`config.mk`:
```
export PLATFORM = sky130hd
export DESIGN_NAME = two_way_sorted_merge
export DESIGN_NICKNAME = d
export VERILOG_FILES = /design/src/rtl/tsm_pkg.sv /design/src/rtl/tsm_ram.sv /design/src/rtl/tsm_datapath.sv /design/src/rtl/tsm_ctrl.sv /design/src/rtl/two_way_sorted_merge.sv
export SDC_FILE = /design/constraint.sdc
export NUM_CORES = 2
export LEC_CHECK = 0
export ABC_CLOCK_PERIOD_IN_PS = 7200
export CORE_AREA = 2 2 567 569
export CTS_BUF_LIST = sky130_fd_sc_hd__clkbuf_4 sky130_fd_sc_hd__clkbuf_8
export CTS_CLUSTER_DIAMETER = 50
export DETAILED_ROUTE_END_ITERATION = 8
export DIE_AREA = 0 0 569 571
export DONT_BUFFER_PORTS = 1
export PLACE_DENSITY_LB_ADDON = 0.25
export SLEW_MARGIN = 20
export SYNTH_ARGS = -nofsm -noshare
export SYNTH_HDL_FRONTEND = slang
export SYNTH_HIERARCHICAL = 1
export SYNTH_SLANG_ARGS = --single-unit
```
`constraint.sdc`:
```
create_clock -name clock -period 7.2 [get_ports clock]
set_input_delay 0.72 -clock clock [delete_from_list [all_inputs] [get_ports clock]]
set_output_delay 0.72 -clock clock [all_outputs]
set_load 0.01 [all_outputs]
```
`src/rtl/tsm_pkg.sv`:
```
// ----------------------------------------------------------------------------
// tsm_pkg
// Shared sizes, command codes and types of the two-way sorted merge block.
// ----------------------------------------------------------------------------
package tsm_pkg;

   localparam int LIST_DEPTH = 32;
   localparam int IDX_W      = (LIST_DEPTH > 1) ? $clog2(LIST_DEPTH) : 1;
   localparam int CNT_W      = $clog2(LIST_DEPTH + 1);

   localparam int TIME_W   = 18;
   localparam int FLAVOR_W = 8;
   localparam int GRAMS_W  = 16;
   localparam int CMD_W    = 2;

   localparam logic [CMD_W-1:0] CMD_LOAD_A = 2'd0;
   localparam logic [CMD_W-1:0] CMD_LOAD_B = 2'd1;
   localparam logic [CMD_W-1:0] CMD_MERGE  = 2'd2;

   typedef struct packed {
      logic [TIME_W-1:0]   sale_time;
      logic [FLAVOR_W-1:0] flavor_code;
      logic [GRAMS_W-1:0]  grams;
   } rec_type;

   localparam int REC_W = $bits(rec_type);

   typedef struct packed {
      logic load_a;
      logic load_b;
      logic emit;
      logic finish;
   } ctrl_cmd_type;

   typedef struct packed {
      logic out_free;
      logic last_pick;
   } dp_status_type;

endpackage

```
`src/rtl/tsm_ram.sv`:
```
// ----------------------------------------------------------------------------
// tsm_ram
// Generic single-write, single-read RAM with a registered read port.
// ----------------------------------------------------------------------------
module tsm_ram #(
   parameter int WIDTH = 42,
   parameter int DEPTH = 32
) (
   input  logic                                          clock,
   input  logic                                          wr_en,
   input  logic [((DEPTH > 1) ? $clog2(DEPTH) : 1)-1:0] wr_addr,
   input  logic [WIDTH-1:0]                              wr_data,
   input  logic [((DEPTH > 1) ? $clog2(DEPTH) : 1)-1:0] rd_addr,
   output logic [WIDTH-1:0]                              rd_data
);

   logic [WIDTH-1:0] mem_ff [DEPTH];
   logic [WIDTH-1:0] rd_data_ff;

   always_ff @(posedge clock) begin
      if (wr_en) begin
         mem_ff[wr_addr] <= wr_data;
      end
      rd_data_ff <= mem_ff[rd_addr];
   end

   assign rd_data = rd_data_ff;

endmodule

```
`src/rtl/tsm_datapath.sv`:
```
// ----------------------------------------------------------------------------
// tsm_datapath
// List stores, fill counts, overflow flag, merge indices and result register.
// ----------------------------------------------------------------------------
module tsm_datapath (
   input  logic                          clock,
   input  logic                          reset,
   input  tsm_pkg::ctrl_cmd_type         cmd,
   output tsm_pkg::dp_status_type        status,
   input  logic [tsm_pkg::TIME_W-1:0]    req_sale_time,
   input  logic [tsm_pkg::FLAVOR_W-1:0]  req_flavor_code,
   input  logic [tsm_pkg::GRAMS_W-1:0]   req_grams,
   output logic                          rsp_valid,
   input  logic                          rsp_stall,
   output logic [tsm_pkg::TIME_W-1:0]    rsp_out_time,
   output logic [tsm_pkg::FLAVOR_W-1:0]  rsp_out_flavor,
   output logic [tsm_pkg::GRAMS_W-1:0]   rsp_out_grams,
   output logic                          rsp_from_list_b,
   output logic                          rsp_empty_res,
   output logic                          rsp_overflowed,
   output logic                          rsp_last
);

   logic [tsm_pkg::CNT_W-1:0] count_a_ff, count_a_in;
   logic [tsm_pkg::CNT_W-1:0] count_b_ff, count_b_in;
   logic [tsm_pkg::CNT_W-1:0] idx_a_ff, idx_a_in;
   logic [tsm_pkg::CNT_W-1:0] idx_b_ff, idx_b_in;
   logic                      overflow_ff, overflow_in;
   logic                      rsp_valid_ff, rsp_valid_in;
   tsm_pkg::rec_type          rsp_rec_ff, rsp_rec_in;
   logic                      rsp_from_b_ff, rsp_from_b_in;
   logic                      rsp_empty_ff, rsp_empty_in;
   logic                      rsp_ovf_ff, rsp_ovf_in;
   logic                      rsp_last_ff, rsp_last_in;

   tsm_pkg::rec_type          new_rec;
   tsm_pkg::rec_type          head_a;
   tsm_pkg::rec_type          head_b;
   logic [tsm_pkg::REC_W-1:0] rd_data_a;
   logic [tsm_pkg::REC_W-1:0] rd_data_b;
   logic                      wr_en_a;
   logic                      wr_en_b;
   logic                      full_a;
   logic                      full_b;
   logic                      a_left;
   logic                      b_left;
   logic                      take_a;
   logic                      total_zero;
   logic [tsm_pkg::CNT_W:0]   total;
   logic [tsm_pkg::CNT_W:0]   picked;

   assign new_rec.sale_time   = req_sale_time;
   assign new_rec.flavor_code = req_flavor_code;
   assign new_rec.grams       = req_grams;

   assign full_a  = (count_a_ff == tsm_pkg::CNT_W'(tsm_pkg::LIST_DEPTH));
   assign full_b  = (count_b_ff == tsm_pkg::CNT_W'(tsm_pkg::LIST_DEPTH));
   assign wr_en_a = cmd.load_a && !full_a;
   assign wr_en_b = cmd.load_b && !full_b;

   tsm_ram #(
      .WIDTH (tsm_pkg::REC_W),
      .DEPTH (tsm_pkg::LIST_DEPTH)
   ) u_ram_a (
      .clock   (clock),
      .wr_en   (wr_en_a),
      .wr_addr (count_a_ff[tsm_pkg::IDX_W-1:0]),
      .wr_data (new_rec),
      .rd_addr (idx_a_in[tsm_pkg::IDX_W-1:0]),
      .rd_data (rd_data_a)
   );

   tsm_ram #(
      .WIDTH (tsm_pkg::REC_W),
      .DEPTH (tsm_pkg::LIST_DEPTH)
   ) u_ram_b (
      .clock   (clock),
      .wr_en   (wr_en_b),
      .wr_addr (count_b_ff[tsm_pkg::IDX_W-1:0]),
      .wr_data (new_rec),
      .rd_addr (idx_b_in[tsm_pkg::IDX_W-1:0]),
      .rd_data (rd_data_b)
   );

   // The read address always follows the next index, so the read data is the
   // current head of each list.
   assign head_a = tsm_pkg::rec_type'(rd_data_a);
   assign head_b = tsm_pkg::rec_type'(rd_data_b);

   assign a_left     = (idx_a_ff < count_a_ff);
   assign b_left     = (idx_b_ff < count_b_ff);
   assign take_a     = a_left && (!b_left || (head_a.sale_time < head_b.sale_time));
   assign total      = {1'b0, count_a_ff} + {1'b0, count_b_ff};
   assign picked     = {1'b0, idx_a_ff} + {1'b0, idx_b_ff} + (tsm_pkg::CNT_W + 1)'(1);
   assign total_zero = (total == '0);

   assign status.out_free  = !rsp_valid_ff || !rsp_stall;
   assign status.last_pick = total_zero || (picked == total);

   always_comb begin
      count_a_in  = count_a_ff;
      count_b_in  = count_b_ff;
      idx_a_in    = idx_a_ff;
      idx_b_in    = idx_b_ff;
      overflow_in = overflow_ff;
      if (wr_en_a) begin
         count_a_in = count_a_ff + tsm_pkg::CNT_W'(1);
      end
      if (wr_en_b) begin
         count_b_in = count_b_ff + tsm_pkg::CNT_W'(1);
      end
      if ((cmd.load_a && full_a) || (cmd.load_b && full_b)) begin
         overflow_in = 1'b1;
      end
      if (cmd.emit && !total_zero) begin
         if (take_a) begin
            idx_a_in = idx_a_ff + tsm_pkg::CNT_W'(1);
         end else begin
            idx_b_in = idx_b_ff + tsm_pkg::CNT_W'(1);
         end
      end
      if (cmd.finish) begin
         count_a_in  = '0;
         count_b_in  = '0;
         idx_a_in    = '0;
         idx_b_in    = '0;
         overflow_in = 1'b0;
      end
   end

   always_comb begin
      rsp_rec_in    = rsp_rec_ff;
      rsp_from_b_in = rsp_from_b_ff;
      rsp_empty_in  = rsp_empty_ff;
      rsp_ovf_in    = rsp_ovf_ff;
      rsp_last_in   = rsp_last_ff;
      rsp_valid_in  = rsp_valid_ff && rsp_stall;
      if (cmd.emit) begin
         rsp_valid_in = 1'b1;
         rsp_ovf_in   = overflow_ff;
         rsp_last_in  = status.last_pick;
         rsp_empty_in = total_zero;
         if (total_zero) begin
            rsp_rec_in    = '0;
            rsp_from_b_in = 1'b0;
         end else begin
            rsp_rec_in    = take_a ? head_a : head_b;
            rsp_from_b_in = !take_a;
         end
      end
   end

   always_ff @(posedge clock) begin
      if (reset) begin
         count_a_ff   <= '0;
         count_b_ff   <= '0;
         idx_a_ff     <= '0;
         idx_b_ff     <= '0;
         overflow_ff  <= 1'b0;
         rsp_valid_ff <= 1'b0;
      end else begin
         count_a_ff   <= count_a_in;
         count_b_ff   <= count_b_in;
         idx_a_ff     <= idx_a_in;
         idx_b_ff     <= idx_b_in;
         overflow_ff  <= overflow_in;
         rsp_valid_ff <= rsp_valid_in;
      end
   end

   always_ff @(posedge clock) begin
      rsp_rec_ff    <= rsp_rec_in;
      rsp_from_b_ff <= rsp_from_b_in;
      rsp_empty_ff  <= rsp_empty_in;
      rsp_ovf_ff    <= rsp_ovf_in;
      rsp_last_ff   <= rsp_last_in;
   end

   assign rsp_valid       = rsp_valid_ff;
   assign rsp_out_time    = rsp_rec_ff.sale_time;
   assign rsp_out_flavor  = rsp_rec_ff.flavor_code;
   assign rsp_out_grams   = rsp_rec_ff.grams;
   assign rsp_from_list_b = rsp_from_b_ff;
   assign rsp_empty_res   = rsp_empty_ff;
   assign rsp_overflowed  = rsp_ovf_ff;
   assign rsp_last        = rsp_last_ff;

endmodule

```
`src/rtl/tsm_ctrl.sv`:
```
// ----------------------------------------------------------------------------
// tsm_ctrl
// Sequencer for loads and merge runs of the two-way sorted merge block.
// ----------------------------------------------------------------------------
module tsm_ctrl (
   input  logic                        clock,
   input  logic                        reset,
   input  logic                        req_valid,
   output logic                        req_stall,
   input  logic [tsm_pkg::CMD_W-1:0]   req_cmd,
   input  tsm_pkg::dp_status_type      status,
   output tsm_pkg::ctrl_cmd_type       cmd
);

   localparam logic [1:0] ST_IDLE  = 2'd0;
   localparam logic [1:0] ST_PREP  = 2'd1;
   localparam logic [1:0] ST_MERGE = 2'd2;

   logic [1:0] state_ff, state_in;
   logic       accept;

   assign req_stall = (state_ff != ST_IDLE);
   assign accept    = req_valid && !req_stall;

   always_comb begin
      state_in   = state_ff;
      cmd.load_a = 1'b0;
      cmd.load_b = 1'b0;
      cmd.emit   = 1'b0;
      cmd.finish = 1'b0;
      unique case (state_ff)
         ST_IDLE: begin
            if (accept) begin
               unique case (req_cmd)
                  tsm_pkg::CMD_LOAD_A: begin
                     cmd.load_a = 1'b1;
                  end
                  tsm_pkg::CMD_LOAD_B: begin
                     cmd.load_b = 1'b1;
                  end
                  tsm_pkg::CMD_MERGE: begin
                     state_in = ST_PREP;
                  end
                  default: begin
                  end
               endcase
            end
         end
         ST_PREP: begin
            state_in = ST_MERGE;
         end
         ST_MERGE: begin
            if (status.out_free) begin
               cmd.emit = 1'b1;
               if (status.last_pick) begin
                  cmd.finish = 1'b1;
                  state_in   = ST_IDLE;
               end
            end
         end
         default: begin
            state_in = ST_IDLE;
         end
      endcase
   end

   always_ff @(posedge clock) begin
      if (reset) begin
         state_ff <= ST_IDLE;
      end else begin
         state_ff <= state_in;
      end
   end

endmodule

```
`src/rtl/two_way_sorted_merge.sv`:
```
// ----------------------------------------------------------------------------
// two_way_sorted_merge
// Loads two time-sorted lists of sale records and merges them into one run.
// ----------------------------------------------------------------------------
// Each req_ word carries a command: append the record to list A, append it to
// list B, or merge. Loads are taken one per cycle and give no rsp_ word; a
// load into a full list is dropped and marks the next merge as overflowed.
// A merge word stalls the request channel until the run is done. After the
// merge is accepted, both list heads are read in a prep state, the merge
// state picks one and the pick goes into the output register; from then on
// one record per cycle follows when the receiver never stalls. The speed is
// set by the single read port of each list store and the one compare of the
// two heads per cycle. On ties list B goes first. Merging two empty lists
// gives one word marked empty. The last word of a run has rsp_last set; the
// counts and the flag then clear. While rsp_stall is high a waiting output
// word holds and the run pauses; loads are still taken while a finished last
// word waits. Reset empties both lists and clears the flag at once; the
// stores need no clearing pass.
// ----------------------------------------------------------------------------
module two_way_sorted_merge (
   input  logic                          clock,
   input  logic                          reset,
   input  logic                          req_valid,
   output logic                          req_stall,
   input  logic [tsm_pkg::CMD_W-1:0]     req_cmd,
   input  logic [tsm_pkg::TIME_W-1:0]    req_sale_time,
   input  logic [tsm_pkg::FLAVOR_W-1:0]  req_flavor_code,
   input  logic [tsm_pkg::GRAMS_W-1:0]   req_grams,
   output logic                          rsp_valid,
   input  logic                          rsp_stall,
   output logic [tsm_pkg::TIME_W-1:0]    rsp_out_time,
   output logic [tsm_pkg::FLAVOR_W-1:0]  rsp_out_flavor,
   output logic [tsm_pkg::GRAMS_W-1:0]   rsp_out_grams,
   output logic                          rsp_from_list_b,
   output logic                          rsp_empty_res,
   output logic                          rsp_overflowed,
   output logic                          rsp_last
);

   tsm_pkg::ctrl_cmd_type  cmd;
   tsm_pkg::dp_status_type status;

   tsm_ctrl u_ctrl (
      .clock     (clock),
      .reset     (reset),
      .req_valid (req_valid),
      .req_stall (req_stall),
      .req_cmd   (req_cmd),
      .status    (status),
      .cmd       (cmd)
   );

   tsm_datapath u_datapath (
      .clock           (clock),
      .reset           (reset),
      .cmd             (cmd),
      .status          (status),
      .req_sale_time   (req_sale_time),
      .req_flavor_code (req_flavor_code),
      .req_grams       (req_grams),
      .rsp_valid       (rsp_valid),
      .rsp_stall       (rsp_stall),
      .rsp_out_time    (rsp_out_time),
      .rsp_out_flavor  (rsp_out_flavor),
      .rsp_out_grams   (rsp_out_grams),
      .rsp_from_list_b (rsp_from_list_b),
      .rsp_empty_res   (rsp_empty_res),
      .rsp_overflowed  (rsp_overflowed),
      .rsp_last        (rsp_last)
   );

endmodule

```
Word level (Yosys, flattened, before mapping)
Memory sizes are Yosys's and may differ from the RTL's. A register that Yosys moved wholly into a read port is not among the register bits. Index checks and enable logic that the tools add are counted.

Memory bits (writable): 2688. Output and inout port bits: 48. Bits of input ports: 48. Logic and storage cells: 92. Bits in registers: 74. Memories kept: 2.

Memory list: u_datapath.u_ram_a.mem_ff (depth 32, bits a word 42, rd ports 1, clocked after memory_dff 1, wr ports 1, RTL line tsm_ram.sv:17) `logic [WIDTH-1:0] mem_ff [DEPTH];`; u_datapath.u_ram_b.mem_ff (depth 32, bits a word 42, rd ports 1, clocked after memory_dff 1, wr ports 1, RTL line tsm_ram.sv:17).

$add $sub $neg: 7. Muxes and demuxes: 24. Reduce and logical (&&, ||, !) cells: 28. Bitwise operators: 1. Eq/ne operators: 11. Order comparisons: 3.

Operators by type and width (number): 2-to-1 mux 42 bit (1); 2-to-1 mux 5 bit (6); adder 6 x 1 -> 6 bit, second input constant (4); < comparator 18 bit (1); 2-to-1 mux 2 bit (8); adder 6 x 6 -> 7 bit (2); equality test 6 bit, second input constant (2); < comparator 6 bit (2); logical AND 1 bit (8); zero test 1 bit (8); 2-to-1 mux 1 bit (8); adder 7 x 1 -> 7 bit, second input constant (1); equality test 7 bit (1); zero test 7 bit (1); inequality test 2 bit, second input constant (3); one-hot mux 2 bit (3 select lines) (1); equality test 2 x 1 -> 1 bit, second input constant (2); equality test 2 bit, second input constant (2); zero test 2 bit (2); logical OR 1 bit (4); AND reduction 2 bit (2); AND reduction 4 bit (1); inequality test 2 x 1 -> 1 bit, second input constant (1); nonzero test 2 bit (1); other kinds (2) (2).

Logic depth before layout (Yosys ltp)
Depth after elaboration: 10. Mapped depth: 24. Depth with buffers taken out: 20.

Hierarchy
The synthesis kept the hierarchy.

Modules (own cells, without submodules): tsm_ram (area an instance 53202.3 um2, sequential area each 41199.5 um2, instances 2, cells an instance 2953); tsm_datapath (area an instance 4758.3 um2, sequential area each 1901.8 um2, instances 1, cells an instance 480); tsm_ctrl (area an instance 128.9 um2, sequential area each 40.0 um2, instances 1, cells an instance 13).

Worst setup path before layout
No wires, ideal clock.

Kind: register to register. From: register u_datapath/count_a_ff[0] in the netlist's numbering. To: register u_datapath.u_ram_a.rd_data_ff[31] (netlist: u_datapath/u_ram_a/rd_data[31]) (read register of u_datapath.u_ram_a.mem_ff). Stages on the path, launching flop included: 22. Slack: 2.646 ns. Period minus slack after synthesis: 4.554 ns. Path buffers: 6. Setup time: 0.124 ns. Arrival time: 4.430 ns. Cells stage by stage: dfxtp_1 ha_1 fa_1 a311oi_1 xnor2_1 xnor2_1 nor4b_1 a31oi_1 o21ai_0 and4b_2 clkbuf_1 clkbuf_1 nor2_1 mux2_2 buf_4 buf_6 buf_8 buf_6 mux2i_1 a21oi_1 a31oi_1 nand3_1.

RTL lines: from (decl) (RTL line tsm_datapath.sv:24) `logic [tsm_pkg::CNT_W-1:0] count_a_ff, count_a_in;`; from (signal assigned) (RTL line tsm_datapath.sv:162) `count_a_ff <= count_a_in;`; to (decl) (RTL line tsm_ram.sv:18) `logic [WIDTH-1:0] rd_data_ff;`.

==> impl_results.md <==
- Distinct cells, synth: 59
- Number of port buffers: 0
- Number of rows created at floorplan: 208
- Final std cells w/o fill: 11400
- Congestion Overflow GR: 0
- Nature of the critical path startpoint: flip-flop
- Number of sinks driven by the clock tree: 2846
- Worst path cell trace: ha_1 -> fa_1 -> a311oi_1 -> xnor2_1 -> xnor2_1 -> nor4b_1 -> a31oi_1 -> o21ai_0 -> and4b_2 -> nor2b_1 -> o21ai_0 -> o41ai_1 -> buf_4 -> nor2_4 -> buf_12 -> buf_12 -> a22o_1 -> nor3_1 -> a31oi_1 -> nand3_1
- Detail Route Antenna Nets: 0
- Simple-Gate Fraction of Synth Area: 3.58%
- Worst R2R Start: u_datapath/count_a_ff[0]
- Combined area of all synthesized cells: 111000 um^2
- Total Nets Final: 6882
- Vertical die dimension: 571 um
- Compound-Gate Fraction of Synth Area: 5.03%
- Routed vias: 60400
- Buffer depth of the longest clock path: 4
- Number of maximum-capacitance constraint violations: 0
- Nature of the critical path endpoint: flip-flop
- Drt wl/cell: 28.4 um
- Post-synthesis xor/xnor area fraction: 0.181%
- Sequential cell area in the final layout: 84300 um^2
- Transition at the pin with the smallest max-transition slack: 1190 ps
- Clock Skews: 105 ps
- Vias in the first global route: 59700
- Worst path bufs/invs: 3
- Proportion of netlist area held by the largest area contributor: 73.8%
- DP Area: 117000 um^2
- Hold Buf Count CTS: 72
- Max-slew violations: 0
- Flops & latches, synth: 2846
- Dominant cells by area after synthesis: sky130_fd_sc_hd__edfxtp_1, sky130_fd_sc_hd__mux2i_1, sky130_fd_sc_hd__dfxtp_1, sky130_fd_sc_hd__a22oi_1, sky130_fd_sc_hd__a22o_1
- CP arrival: 7080 ps
- Startpoint of the most critical setup path: u_datapath/count_a_ff[0]
- Effective utilization at floorplan: 34.9%
- DIE AREA: 325000 um^2
- Top_reg_cell synth: sky130_fd_sc_hd__edfxtp_1
- Final Cycle Share: 86.4%
- Top-level port count: 96
- Wire length of the first global-routing pass: 452000 um
- CTS tree: yes
- Final Instance Area: 128000 um^2
- Overall routed net length: 323000 um
- Run status: completed
- Worst Min Path Start: req_grams[12]
- Dpl hpwl: 176000 um
- Proportion of synthesized area in mux cells: 12.6%
- Rel. slew slack: 20.4%
- Peak supply drop: 141 uV
- Syn_area_per_cell: 17.4 um^2
- Number of synthesized flops with an enable pin: 2734
- Cell type contributing the most total cell area after synthesis: sky130_fd_sc_hd__edfxtp_1
- DRT Pass-1 Iters: 6
- Maximum fanout count along the critical path: 37
- Sum of negative setup slack: 0 ps
- Asr flop ratio synth: 0%
- Largest family of logic cells by synthesized area: multiplexers
- CP top delay family: simple AND/OR/NAND/NOR gates
- Final setup vio count: 0
- Number of setup buffers added after CTS: 0
- Root buffer selected by CTS: sky130_fd_sc_hd__clkbuf_8
- Synth Area in Adders: 0.542%
- Number of hold violations in the final report: 0
- Clock transition at the register clock pins on the worst setup and hold paths after CTS: 60 ps
- CTS H-tree depth: 5
- Number of instances resized during post-cts repair: 0
- Total of fill cells in the finished design: 28500
- Global-route usage over all layers: 19.4%
- Critical path's largest stage delay: 630 ps
- Mapped Cells: 6399
- Class of the most critical setup path: reg2reg
- Proportion of layout cells with a drive suffix above 1: 15.8%
- Routability congestion estimate from global placement: 0.788
- Via density: 5.31
- Sequential area share after synthesis: 75.8%
- Yosys synthesis warning count: 6
- Power per standard cell area: 260 nW/um^2
- Pin count of the biggest net entering global routing: 116
- Placed insts: 10500
- Shortest clock period the worst path allows after layout: 6220 ps
- Most frequent cell after synthesis: sky130_fd_sc_hd__edfxtp_1
- Data required time of the critical path: 8050 ps
- Min-delay worst type: in2reg
- Unrepaired setup endpoints after global routing: false
- Die W: 569 um
- Count of routing violations after the opening detailed-route iteration: 4932
- Most frequent cells after synthesis: sky130_fd_sc_hd__edfxtp_1, sky130_fd_sc_hd__mux2i_1, sky130_fd_sc_hd__nand2_1
- Clock insertion delay at the later pin of the skew report: 1060 ps
- Initial antenna violation count: 6
- Area added between synthesis and finish: 15.2%
- Post-Syn Nets: 6494
- F_max: 161 MHz
- Number of clock buffers inserted by TritonCTS: 454
- Core Area: 319000 um^2
- Cell with the largest stage delay on the worst path: sky130_fd_sc_hd__and4b_2
- Leak: 39.0 nW
- Post-route DRC violation count: 0
- Total area of multi-input combinational cells: 25000 um^2
==> report_power, final <==
| part | leakage, nW | internal (mW) | switching [mW] |
|---|---|---|---|
| sequential | 25.5 | 18.2 | 0.0414 |
| clock | 5.09 | 8.11 | 6.36 |
| combinational | 8.40 | 0.197 | 0.478 |
==> sequential cells by signal (all words and copies together), names as in the netlist, 2 cells and up <==
name and count:
u_datapath/count_a_ff 6, u_datapath/u_ram_b/mem_ff 1344, u_datapath/count_b_ff 6, u_datapath/u_ram_a/rd_data 42
u_datapath/rsp_out_grams 16, u_datapath/u_ram_a/mem_ff 1344, u_datapath/idx_b_ff 6, u_datapath/u_ram_b/rd_data 42
u_ctrl/state_ff 2, u_datapath/idx_a_ff 6, u_datapath/rsp_out_time 18, u_datapath/rsp_out_flavor 8
==> final timing paths <==
check	end	slack [ps]	cells past startpoint
worst max-delay path	u_datapath/u_ram_b/rd_data[2]	980	20
worst min-delay path	u_datapath/u_ram_b/mem_ff[16][12]	90	1
worst max register to register	u_datapath/u_ram_b/rd_data[2]	980	20
worst min register to register	u_datapath/u_ram_b/rd_data[28]	520	4
==> routing by layer <==
| metal | vias up | share of wire (%) | global-route usage (%) |
|---|---|---|---|
| li1 | 26100 | - | - |
| met1 | 31700 | 43 | 26.0 |
| met2 | 2017 | 48 | 32.3 |
| met3 | 518 | 5.6 | 2.85 |
| met4 | 2 | 3.2 | 6.30 |
| met5 | - | 0.0040 | 0 |
==> cell usage in the layout, fill, tap and decap left out, drive strengths merged, types with 4 or more instances in the layout <==
cell type	netlist	layout
nand3b	12	12
or3	11	11
bufinv	0	20
nor2b	16	16
nand2b	10	10
a21oi	272	272
buf	260	259
ha	45	45
nor3	91	91
mux2i	1396	1396
mux2	7	7
clkinvlp	0	9
o21a	5	5
edfxtp	2734	2734
nand4	11	11
o21ai	12	12
dlygate4sd3	0	30
a22o	168	168
clkinv	0	108
a31oi	88	88
inv	40	50
clkbuf	97	687
diode	0	6
nor2	145	145
xnor2	21	21
o211ai	4	4
nand3	263	263
or3b	6	6
nand2	276	276
a22oi	252	252
a21o	9	9
dfxtp	112	112
or2	4	4
==> layout make-up <==
type	count	share of cell area [%]
flip-flops and latches	2846	65.8
clock buffers	687	6.52
repair buffers	289	2.95
well taps	4200	4.10
diodes	6	0.0117
inverters	40	0.117
multi-input cells	3156	19.5
clock inverters	147	0.970
==> kinds of logic (layout without fill, tap and decap cells) <==
kind of cell / count (synthesis) / after routing
xor gates and xnor gates: 23 / 23
other: 0 / 6
adders and majority gates: 47 / 47
and+or+nand+nor: 861 / 861
muxes: 1403 / 1403
AOI/OAI and AO/OA: 822 / 822
buffers and inverters: 397 / 1163
DFF: 2846 / 2846
==> metrics by stage <==
stage / util [%] / hold slack [ps] / setup WS (ps) / total power [mW]
after floorplan: - / 409 / 2650 / 18.8
final: 40.1 / 91.4 / 977 / 33.4
after global placement: 36.6 / 507 / 1200 / 18.9
after detailed placement: 36.7 / 526 / 1050 / 18.9
after CTS: 40.1 / 4.86 / 971 / 33.7
after global routing: 40.1 / 26.8 / 577 / 34.4
==> worst register-to-register path, cell delays in order, from the launching register on <==
cell	delay (ps)
sky130_fd_sc_hd__dfxtp_1	430
sky130_fd_sc_hd__ha_1	290
sky130_fd_sc_hd__fa_1	410
sky130_fd_sc_hd__a311oi_1	460
sky130_fd_sc_hd__xnor2_1	270
sky130_fd_sc_hd__xnor2_1	130
sky130_fd_sc_hd__nor4b_1	340
sky130_fd_sc_hd__a31oi_1	130
sky130_fd_sc_hd__o21ai_0	310
sky130_fd_sc_hd__and4b_2	630
sky130_fd_sc_hd__nor2b_1	90
sky130_fd_sc_hd__o21ai_0	90
sky130_fd_sc_hd__o41ai_1	130
sky130_fd_sc_hd__buf_4	200
sky130_fd_sc_hd__nor2_4	520
sky130_fd_sc_hd__buf_12	320
sky130_fd_sc_hd__buf_12	300
sky130_fd_sc_hd__a22o_1	190
sky130_fd_sc_hd__nor3_1	50
sky130_fd_sc_hd__a31oi_1	490
sky130_fd_sc_hd__nand3_1	250
Note: power is estimated with default switching activity, not from simulation.
